<file path="src/pts_pkg.sv">
// ----------------------------------------------------------------------------
// pts_pkg
// Shared types and codes for the periodic task scheduler.
// ----------------------------------------------------------------------------
package pts_pkg;

  localparam int SlotCntDef = 8;
  localparam int CfgAddrW   = 3;
  localparam int CfgW       = 4;

  localparam logic [CfgAddrW-1:0] REG_TASKS_IN_USE = 3'd0;

  localparam logic [2:0] OP_TICK         = 3'd0;
  localparam logic [2:0] OP_ENABLE       = 3'd1;
  localparam logic [2:0] OP_DISABLE      = 3'd2;
  localparam logic [2:0] OP_FORWARD      = 3'd3;
  localparam logic [2:0] OP_SET_INTERVAL = 3'd4;

  localparam logic [1:0] KIND_FIRED = 2'd0;
  localparam logic [1:0] KIND_DONE  = 2'd1;
  localparam logic [1:0] KIND_RANGE = 2'd2;

  typedef struct packed {
    logic [2:0]  op;
    logic [2:0]  task_index;
    logic [31:0] now_time;
    logic [31:0] new_interval;
  } req_t;

  typedef struct packed {
    logic [1:0] kind;
    logic [2:0] fired_index;
    logic       task_enabled;
    logic       last_of_run;
  } rsp_t;

endpackage

</file>
<file path="src/periodic_task_scheduler_core.sv">
// ----------------------------------------------------------------------------
// periodic_task_scheduler_core
// Periodic task table with a tick scan and enable/disable/forward/interval ops.
// A status request gives its result in the cycle after acceptance and never
// sets busy. A tick walks the slots in use in S_RD and S_CHK (one memory read
// and one add/compare per task on the shared unit), then S_FIN; if none, it stays idle.
// Results are strobed for one cycle; the receiver cannot stall.
// Reset clears the task table, the slot count and the sequencer.
// ----------------------------------------------------------------------------
module periodic_task_scheduler_core
  import pts_pkg::*;
#(
  parameter int SLOT_CNT = SlotCntDef
) (
  input  logic                clk_i,
  input  logic                rst_ni,
  input  logic                start_i,
  output logic                busy_o,
  input  req_t                req_i,
  output logic                res_valid_o,
  output rsp_t                res_o,
  input  logic                psel_i,
  input  logic                penable_i,
  input  logic                pwrite_i,
  input  logic [CfgAddrW-1:0] paddr_i,
  input  logic [31:0]         pwdata_i,
  output logic [31:0]         prdata_o,
  output logic                pready_o
);

  localparam int IW = (SLOT_CNT > 1) ? $clog2(SLOT_CNT) : 1;
  localparam int CW = $clog2(SLOT_CNT + 1);
  localparam int SW = (CW > CfgW) ? CW : CfgW;

  localparam logic [1:0] S_IDLE = 2'd0;
  localparam logic [1:0] S_RD   = 2'd1;
  localparam logic [1:0] S_CHK  = 2'd2;
  localparam logic [1:0] S_FIN  = 2'd3;

  logic [1:0]          st_q, st_d;
  logic [CW-1:0]       cnt_q, cnt_d;
  logic [CW-1:0]       cnt_nxt;
  logic [31:0]         now_q, now_d;
  logic                pend_vld_q, pend_vld_d;
  logic [2:0]          pend_idx_q, pend_idx_d;
  logic                res_vld_q, res_vld_d;
  rsp_t                res_q, res_d;
  logic [SLOT_CNT-1:0] en_q, en_d;
  logic [CfgW-1:0]     cfg_q, cfg_d;

  logic [SW-1:0]       n_act;
  logic                idx_ok;
  logic [IW-1:0]       op_addr;
  logic [IW-1:0]       scan_addr;
  logic                accept;
  logic                cfg_wr;
  logic [31:0]         due;
  logic                fire;

  logic                int_we;
  logic                last_we;
  logic [IW-1:0]       waddr;
  logic [31:0]         wdata;
  logic [31:0]         rd_int;
  logic [31:0]         rd_last;

  pts_store #(
    .SLOT_CNT (SLOT_CNT)
  ) u_store (
    .clk_i      (clk_i),
    .rst_ni     (rst_ni),
    .int_we_i   (int_we),
    .last_we_i  (last_we),
    .waddr_i    (waddr),
    .wdata_i    (wdata),
    .raddr_i    (scan_addr),
    .interval_o (rd_int),
    .last_o     (rd_last)
  );

  assign n_act     = (SW'(cfg_q) > SW'(SLOT_CNT)) ? SW'(SLOT_CNT) : SW'(cfg_q);
  assign idx_ok    = SW'(req_i.task_index) < n_act;
  assign op_addr   = IW'(req_i.task_index);
  assign scan_addr = cnt_q[IW-1:0];
  assign cnt_nxt   = cnt_q + 1'b1;
  assign accept    = start_i && (st_q == S_IDLE);
  assign busy_o    = st_q != S_IDLE;
  assign due       = rd_int + rd_last;
  assign fire      = en_q[scan_addr] && (now_q >= due);

  assign cfg_wr   = psel_i && penable_i && pwrite_i && pready_o;
  assign cfg_d    = (cfg_wr && paddr_i == REG_TASKS_IN_USE) ? pwdata_i[CfgW-1:0] : cfg_q;
  assign pready_o = 1'b1;
  assign prdata_o = (paddr_i == REG_TASKS_IN_USE) ? 32'(cfg_q) : '0;

  always_comb begin
    st_d       = st_q;
    cnt_d      = cnt_q;
    now_d      = now_q;
    pend_vld_d = pend_vld_q;
    pend_idx_d = pend_idx_q;
    res_vld_d  = 1'b0;
    res_d      = res_q;
    en_d       = en_q;
    int_we     = 1'b0;
    last_we    = 1'b0;
    waddr      = op_addr;
    wdata      = req_i.new_interval;
    case (st_q)
      S_IDLE: begin
        if (accept) begin
          case (req_i.op)
            OP_TICK: begin
              now_d      = req_i.now_time;
              cnt_d      = '0;
              pend_vld_d = 1'b0;
              if (n_act != '0) begin
                st_d = S_RD;
              end
            end
            OP_ENABLE, OP_DISABLE, OP_FORWARD, OP_SET_INTERVAL: begin
              res_vld_d = 1'b1;
              if (!idx_ok) begin
                res_d = '{kind: KIND_RANGE, fired_index: req_i.task_index,
                          task_enabled: 1'b0, last_of_run: 1'b1};
              end else begin
                res_d = '{kind: KIND_DONE, fired_index: req_i.task_index,
                          task_enabled: en_q[op_addr], last_of_run: 1'b1};
                case (req_i.op)
                  OP_ENABLE: begin
                    en_d[op_addr]      = 1'b1;
                    last_we            = 1'b1;
                    wdata              = '0;
                    res_d.task_enabled = 1'b1;
                  end
                  OP_DISABLE: begin
                    en_d[op_addr]      = 1'b0;
                    res_d.task_enabled = 1'b0;
                  end
                  OP_FORWARD: begin
                    last_we = 1'b1;
                    wdata   = req_i.now_time;
                  end
                  default: begin
                    int_we = 1'b1;
                  end
                endcase
              end
            end
            default: begin
            end
          endcase
        end
      end
      S_RD: begin
        st_d = S_CHK;
      end
      S_CHK: begin
        if (fire) begin
          last_we = 1'b1;
          waddr   = scan_addr;
          wdata   = now_q;
          if (pend_vld_q) begin
            res_vld_d = 1'b1;
            res_d     = '{kind: KIND_FIRED, fired_index: pend_idx_q,
                          task_enabled: 1'b1, last_of_run: 1'b0};
          end
          pend_vld_d = 1'b1;
          pend_idx_d = 3'(cnt_q);
        end
        if (SW'(cnt_nxt) == n_act) begin
          st_d = S_FIN;
        end else begin
          cnt_d = cnt_nxt;
          st_d  = S_RD;
        end
      end
      S_FIN: begin
        if (pend_vld_q) begin
          res_vld_d = 1'b1;
          res_d     = '{kind: KIND_FIRED, fired_index: pend_idx_q,
                        task_enabled: 1'b1, last_of_run: 1'b1};
        end
        pend_vld_d = 1'b0;
        st_d       = S_IDLE;
      end
      default: begin
        st_d = S_IDLE;
      end
    endcase
  end

  always_ff @(posedge clk_i or negedge rst_ni) begin
    if (!rst_ni) begin
      st_q       <= S_IDLE;
      cnt_q      <= '0;
      pend_vld_q <= 1'b0;
      res_vld_q  <= 1'b0;
      en_q       <= '0;
      cfg_q      <= '0;
    end else begin
      st_q       <= st_d;
      cnt_q      <= cnt_d;
      pend_vld_q <= pend_vld_d;
      res_vld_q  <= res_vld_d;
      en_q       <= en_d;
      cfg_q      <= cfg_d;
    end
  end

  always_ff @(posedge clk_i) begin
    now_q      <= now_d;
    pend_idx_q <= pend_idx_d;
    res_q      <= res_d;
  end

  assign res_valid_o = res_vld_q;
  assign res_o       = res_q;

endmodule

</file>
<file path="src/pts_store.sv">
// ----------------------------------------------------------------------------
// pts_store
// Interval and last-fired memories with one write and one registered read
// port each; entries never written read as zero.
// ----------------------------------------------------------------------------
module pts_store #(
  parameter int SLOT_CNT = 8
) (
  input  logic                  clk_i,
  input  logic                  rst_ni,
  input  logic                  int_we_i,
  input  logic                  last_we_i,
  input  logic [((SLOT_CNT > 1) ? $clog2(SLOT_CNT) : 1)-1:0] waddr_i,
  input  logic [31:0]           wdata_i,
  input  logic [((SLOT_CNT > 1) ? $clog2(SLOT_CNT) : 1)-1:0] raddr_i,
  output logic [31:0]           interval_o,
  output logic [31:0]           last_o
);

  logic [31:0]         int_mem [SLOT_CNT];
  logic [31:0]         last_mem [SLOT_CNT];
  logic [SLOT_CNT-1:0] int_vld_q;
  logic [SLOT_CNT-1:0] last_vld_q;
  logic [31:0]         int_rd_q;
  logic [31:0]         last_rd_q;
  logic                int_rd_vld_q;
  logic                last_rd_vld_q;

  always_ff @(posedge clk_i) begin
    if (int_we_i) begin
      int_mem[waddr_i] <= wdata_i;
    end
    if (last_we_i) begin
      last_mem[waddr_i] <= wdata_i;
    end
    int_rd_q  <= int_mem[raddr_i];
    last_rd_q <= last_mem[raddr_i];
  end

  always_ff @(posedge clk_i or negedge rst_ni) begin
    if (!rst_ni) begin
      int_vld_q     <= '0;
      last_vld_q    <= '0;
      int_rd_vld_q  <= 1'b0;
      last_rd_vld_q <= 1'b0;
    end else begin
      if (int_we_i) begin
        int_vld_q[waddr_i] <= 1'b1;
      end
      if (last_we_i) begin
        last_vld_q[waddr_i] <= 1'b1;
      end
      int_rd_vld_q  <= int_vld_q[raddr_i];
      last_rd_vld_q <= last_vld_q[raddr_i];
    end
  end

  assign interval_o = int_rd_vld_q  ? int_rd_q  : '0;
  assign last_o     = last_rd_vld_q ? last_rd_q : '0;

endmodule

</file>
<file path="config.mk">
export PLATFORM = sky130hd
export DESIGN_NAME = periodic_task_scheduler_core
export DESIGN_NICKNAME = d
export VERILOG_FILES = /design/src/pts_pkg.sv /design/src/periodic_task_scheduler_core.sv /design/src/pts_store.sv
export SDC_FILE = /design/constraint.sdc
export NUM_CORES = 1
export LEC_CHECK = 0
export ABC_AREA = 1
export BUFFER_PORTS_ARGS = -buffer_cell sky130_fd_sc_hd__buf_2
export CAP_MARGIN = 10
export CORE_MARGIN = 10
export CORE_UTILIZATION = 50
export DETAILED_ROUTE_END_ITERATION = 8
export PLACE_DENSITY = 0.64
export SYNTH_ARGS = -nofsm -noshare
export SYNTH_HDL_FRONTEND = slang
export SYNTH_SLANG_ARGS = --single-unit
</file>
<file path="constraint.sdc">
create_clock -name clk_i -period 10.05 [get_ports clk_i]
set_input_delay 3.015 -clock clk_i [delete_from_list [all_inputs] [get_ports clk_i]]
set_output_delay 3.015 -clock clk_i [all_outputs]
set_load 0.02 [all_outputs]
</file>
## Word-level counts from Yosys, hierarchy flattened

Memories as Yosys holds them, arrays and structs flattened. A register that Yosys moved wholly into a read port is not among the register bits.
Index checks and enable logic that the tools add are counted.

- Shift-type cells: 0
- Multipliers: 0
- Divide/modulo/power cells: 0
- Mux-type cells: 66
- Reduce and logical (&&, ||, !) cells: 25
- Add/sub/neg operators: 2
- Equal/unequal tests: 16
- Bitwise operators: 5
- Magnitude comparators: 8

Operators by type and width:

| cell | number |
|---|---|
| $mux 32 | 6 |
| $pmux 32 s2 | 2 |
| $mux 7 | 6 |
| $add 32x32->32 | 1 |
| $ge 32x32->1 | 1 |
| $mux 1 | 27 |
| $or 8x8->8 | 3 |
| $pmux 7 s3 | 1 |
| $mux 4 | 5 |
| $pmux 8 s2 | 1 |
| $bmux 1 s3 | 4 |
| $lt 3x4->1 const B | 3 |
| $ne 2x2->1 const B | 5 |
| $and 8x8->8 | 1 |
| $mux 2 | 4 |
| $not 8->8 | 1 |
| $pmux 2 s4 | 1 |
| $pmux 4 s2 | 1 |
| $reduce_and 4->1 | 2 |
| $logic_and 1x1->1 | 7 |
| $demux 1 s3 | 2 |
| $eq 3x2->1 const B | 2 |
| $ge 3x1->1 const B | 2 |
| $logic_not 3->1 | 2 |
| 23 further kinds | 32 |

- Output and inout port bits: 42
- Latch bits: 0
- Memory bits (read-only): 0
- Memories: 2
- Memory bits (writable): 512
- Bits of input ports: 111
- Register bits: 80

Memories:

| memory | depth | width | rd ports | clocked after memory_dff | write ports | line | text |
|---|---|---|---|---|---|---|---|
| u_store.int_mem | 8 | 32 | 1 | 1 | 1 | pts_store.sv:20 | `logic [31:0] int_mem [SLOT_CNT];` |
| u_store.last_mem | 8 | 32 | 1 | 1 | 1 | pts_store.sv:21 | `logic [31:0] last_mem [SLOT_CNT];` |

## Longest topological paths before layout

- Depth in word-level cells: 11
- Mapped depth: 28

## By module

A second synthesis with hierarchy kept.

- Cells, all modules: 3657
- Area, all modules: 32170.9 µm²

Modules (own cells, without submodules):

| module | area each (µm²) | cells an instance | times used |
|---|---|---|---|
| pts_store | 24852.6 | 2530 | 1 |
| periodic_task_scheduler_core | 7318.3 | 1127 | 1 |

## Worst setup path before layout

No wires, ideal clock.

- Path kind: input port to flip-flop
- Start: input port start_i
- End: register now_q[0], enable pin
- Stages: 6
- Library setup time: 505 ps
- Slack: 2822 ps
- Data arrival time: 6724 ps
- Buffers on the path: 2
- Path through: inv_1 nor2_4 inv_2 buf_4 clkbuf_1 nor4_1

- Longest elaborated chain between the ends: 2

Ends and longest elaborated chain:

| item | line | text |
|---|---|---|
| from (decl) | periodic_task_scheduler_core.sv:17 | `input logic start_i,` |
| $logic_and 1x1->1 | periodic_task_scheduler_core.sv:86 | `assign accept = start_i && (st_q == S_IDLE);` |
| $reduce_and 3->1 (no source line) | -- |  |
| to (signal assigned) | periodic_task_scheduler_core.sv:212 | `now_q <= now_d;` |
| to (decl) | periodic_task_scheduler_core.sv:43 | `logic [31:0] now_q, now_d;` |

No other way between the ends.
A chain may end at the register's enable or synchronous reset.

## Final worst setup path

- Start: input port paddr_i[1]
- End: output port prdata_o[1]

- Longest elaborated chain between the ends: 2

Ends and longest elaborated chain:

| item | line | text |
|---|---|---|
| from (decl) | periodic_task_scheduler_core.sv:25 | `input logic [CfgAddrW-1:0] paddr_i,` |
| $logic_not 3->1 | periodic_task_scheduler_core.sv:94 | `assign prdata_o = (paddr_i == REG_TASKS_IN_USE) ? 32'(cfg_q) : '0;` |
| $mux 4 | periodic_task_scheduler_core.sv:94 |  |
| to (decl) | periodic_task_scheduler_core.sv:27 | `output logic [31:0] prdata_o,` |

No other way between the ends.

==> results.md <==
* Worst path most repeated cell: sky130_fd_sc_hd__buf_2
* Peak supply drop at between 200 and 250 µV
* Status: complete, no violations
* Global routing met2 resource utilization at 34.8%
* Most common library cell in the layout ignoring fill and taps: sky130_fd_sc_hd__edfxtp_1
* Largest driver fanout on the critical path at 5
* Area of the die at about 68,000 µm²
* Global route overflow at 0
* Startpoint type of the worst setup path: input port
* Syn Area/Cell at 10.7 µm²
* Most used routing layer in global routing: met2
* Fraction of met3 tracks used by global routing at roughly 3.5%
* Final-layout setup total negative slack at 0 ns
* Cell area after layout at 32,000 µm²
* Count of vias placed by the detailed router at slightly above 20,000
* Pwr Density at approximately 340 nW/µm²
* Worst Hold Depth at 2
* Area share of the largest cell type after synthesis at roughly 58%
* Drt pass-1 iters at 5
* Overall global routing resource usage at approximately 22%
* Count of pins on the block boundary at 153
* Biggest cell delay along the critical path at roughly 0.43 ns
* Global routing usage on met1 at between 30% and 40%
* Yosys warnings at 0
* Last weighted congestion value of the routability-driven placer at approximately 0.9
* Class of the tightest hold or removal check: reg -> reg
* CTS H-Tree Depth at 3
* Slew headroom at 33.6%
* Combinational power share at a little over two fifths
* Clk Tree Root Cell: sky130_fd_sc_hd__clkbuf_16
* Crit path DAT at 3.84 ns
* Clock transition at the register clock pins on the worst setup and hold paths after CTS at around 0.06 ns
* Starting density of the core at between 50% and 60%
* TritonCTS clock tree: done
* Antenna cell count at 0
* Area growth syn-to-layout at 10.9%
* Final worst path period need at approximately 6.9 ns
* Critical path's slowest cell: sky130_fd_sc_hd__or3_1
* Synth area leader: sky130_fd_sc_hd__edfxtp_1
* DP Wirelength at between 40,000 and 50,000 µm
* Crit path capture type: output pin
* Wire length per cell at between 20 and 25 µm
* Largest net degree at the start of global routing at 180
* Number of synthesized flops with an enable pin at roughly 550
* Via count of the first global-routing pass at around 19,000
* Clock power share at 22.2%
* Number of unique standard cell types used by synthesis at 50
* Most used cells in the layout excluding fill and tap cells: sky130_fd_sc_hd__edfxtp_1, sky130_fd_sc_hd__nor2_1, sky130_fd_sc_hd__nand2_1, sky130_fd_sc_hd__o21ai_0, sky130_fd_sc_hd__inv_1
* Leak Pwr at approximately 12 nW
* Max-Cap Viols at 0
* Most used flip-flop cell after synthesis: sky130_fd_sc_hd__edfxtp_1
* DRC violation total after the first TritonRoute iteration at around 1,900
* Slew at the pin closest to its max-slew limit at 0.996 ns
* Synthesized cell area at around 29,000 µm²
* Row count at 87
* Fraction of the yosys area taken by sequential cells at roughly two thirds
* Period Utilization, post-route at between 60% and 70%
* Data required, critical path at between 7 and 8 ns
* Hold Fails Final Rpt at 0
* Number of input and output port buffers inserted at 95
* Net total in the final layout at 2,928
* Net switching power of the design at between 4 and 5 mW
* First-pass GRT wire length at 115,000 µm
* Fraction of power spent switching nets at 40.7%
* Overall routed net length at between 70,000 and 80,000 µm
* Remaining antenna violation count after routing at 0
* # setup viols final at 0
* Hold Buf Count CTS at 0
* Cell Chain, Critical Path: buf_2, or3_1, nor2_1, buf_2
* Register bit count reported by yosys at roughly 660
* Max Clk Rate at between 100 and 150 MHz
* Number of antenna violations at the first check in global routing at 0
* Placed Instance Area at approximately 30,000 µm²
* P_int at between 6 and 7 mW
* Largest cells by area after synthesis: sky130_fd_sc_hd__edfxtp_1, sky130_fd_sc_hd__nor2_1, sky130_fd_sc_hd__o21ai_0
* Count of pins over their slew limit at 0
* Setup Crit Path Kind: in -> out
* CTS-repair resized insts at 0
* Async set-reset flop share out of synthesis at about 5.8%
* Clock skew after layout at 0.0235 ns
* Worst reg2reg path depth at 26
* Num CTS Buffers at a little under 70
* Post-CTS setup repair buffer count at 0
* Vertical extent of the die at approximately 260 µm
* Post-detailed-route DRC marker count at 0
* Sinks on the clock net at between 600 and 700
* Core area at around 57,000 µm²
* Bufs on Longest Clock Path at 3
* Sequential Power Share at between 30% and 40%
* Number of vias per cell at ~5.7
* Share of final-layout standard cells stronger than drive strength 1 at under 10%
* Setup repair after global routing missed its margin: no
* Latest clock arrival within the worst-skew pair at 0.61 ns
* Horizontal die dimension at roughly 260 µm
* Post-Syn Instances at around 2,700
-- registers in the layout, indices dropped and copies added, names as in the netlist, named ones only --
register,cells
pend_idx_q,3
pend_vld_q,1
u_store.int_vld_q,8
u_store.last_rd_vld_q,1
u_store.last_rd_q,32
u_store.int_rd_q,32
u_store.int_rd_vld_q,1
u_store.last_mem,256
u_store.int_mem,256
cfg_q,4
st_q,2
cnt_q,4
res_valid_o,1
now_q,32
u_store.last_vld_q,8
res_o,7
-- Yosys cell counts, types with 4 or more instances --
cell	number
sky130_fd_sc_hd__edfxtp_1	554
sky130_fd_sc_hd__nor2_1	510
sky130_fd_sc_hd__nand2_1	362
sky130_fd_sc_hd__o21ai_0	303
sky130_fd_sc_hd__inv_1	175
sky130_fd_sc_hd__clkbuf_1	87
sky130_fd_sc_hd__a21oi_1	79
sky130_fd_sc_hd__a31oi_1	72
sky130_fd_sc_hd__ha_1	66
sky130_fd_sc_hd__o22ai_1	66
sky130_fd_sc_hd__dfxtp_1	64
sky130_fd_sc_hd__nand3_1	64
sky130_fd_sc_hd__dfrtp_1	38
sky130_fd_sc_hd__buf_4	35
sky130_fd_sc_hd__nand4_1	28
sky130_fd_sc_hd__o21ai_1	20
sky130_fd_sc_hd__buf_1	18
sky130_fd_sc_hd__buf_2	17
sky130_fd_sc_hd__nand3b_1	16
sky130_fd_sc_hd__xnor2_1	16
sky130_fd_sc_hd__xor2_1	14
sky130_fd_sc_hd__nor3_1	13
sky130_fd_sc_hd__inv_2	9
sky130_fd_sc_hd__a21o_1	8
sky130_fd_sc_hd__o21a_1	7
sky130_fd_sc_hd__nand2_4	4
sky130_fd_sc_hd__nor3_4	4
sky130_fd_sc_hd__o211ai_1	4
sky130_fd_sc_hd__o21bai_1	4
-- layout make-up --
cell class | instances | area, µm²
Sequential cell | 656 | 18900
Clock buffer | 99 | 1950
Inverter | 184 | 701
Fill cell | 4684 | 24700
Multi-Input combinational cell | 1719 | 8610
Timing Repair Buffer | 121 | 683
Tap cell | 756 | 946
Clock inverter | 26 | 210
-- power by group through the flow --
stage               clock [mW]  combinational, mW  sequential [mW]
floorplan                    0               3.43             3.73
global placement             0               4.59             3.84
detailed placement           0               4.70             3.84
CTS                       2.47               4.73             3.79
global route              2.58               5.34             3.81
finish                    2.44               4.75             3.79
-- worst paths after layout --
check                           slack, ns                   from                endpoint
worst max-delay path                 3.20             paddr_i[1]             prdata_o[1]
worst min-delay path                 0.45  u_store.last_vld_q[2]   u_store.last_vld_q[2]
worst max register to register       3.93   u_store.int_rd_vld_q  u_store.int_mem[4][19]
worst min register to register       0.45  u_store.last_vld_q[2]   u_store.last_vld_q[2]
max in group asynchronous            6.86                 rst_ni                cnt_q[0]
min in group asynchronous            2.53                 rst_ni    u_store.int_vld_q[5]
-- layer usage --
metal / vias up / wire length (µm)
li1: 9434 / -
met1: 9964 / 33600
met2: 819 / 34500
met3: 86 / 5990
met4: 0 / 1380
met5: - / 0
-- cells by family after synthesis --
kind of cell | after synthesis | synth area share, %
other | 2 | 0.0261
adder cells (fa/ha/maj) | 67 | 2.93
flip-flops | 656 | 65.5
XOR/XNOR | 30 | 0.912
AND/OR/NAND/NOR | 1016 | 14.6
buffers and inverters | 343 | 5.05
AO/OA/AOI/OAI | 577 | 11.0
-- worst max-delay path: cells and delay by family --
| kind | cells | cell delay, ns |
|---|---|---|
| buffers and inverters | 2 | 0.26 |
| and+or+nand+nor | 2 | 0.55 |
-- per-stage QoR --
step	hold WS, ns	setup slack (ns)	utilization, %	std cells	power (mW)
after floorplan	0.419	2.82	-	2718	7.15
after global placement	0.432	3.22	52.6	3436	8.43
after detailed placement	0.440	3.21	52.6	3436	8.54
after CTS	0.453	3.20	56.4	3561	11.0
after global routing	0.482	3.15	56.4	3561	11.7
final	0.450	3.20	56.4	3561	11.0
Note: power is estimated with default switching activity, not from simulation.
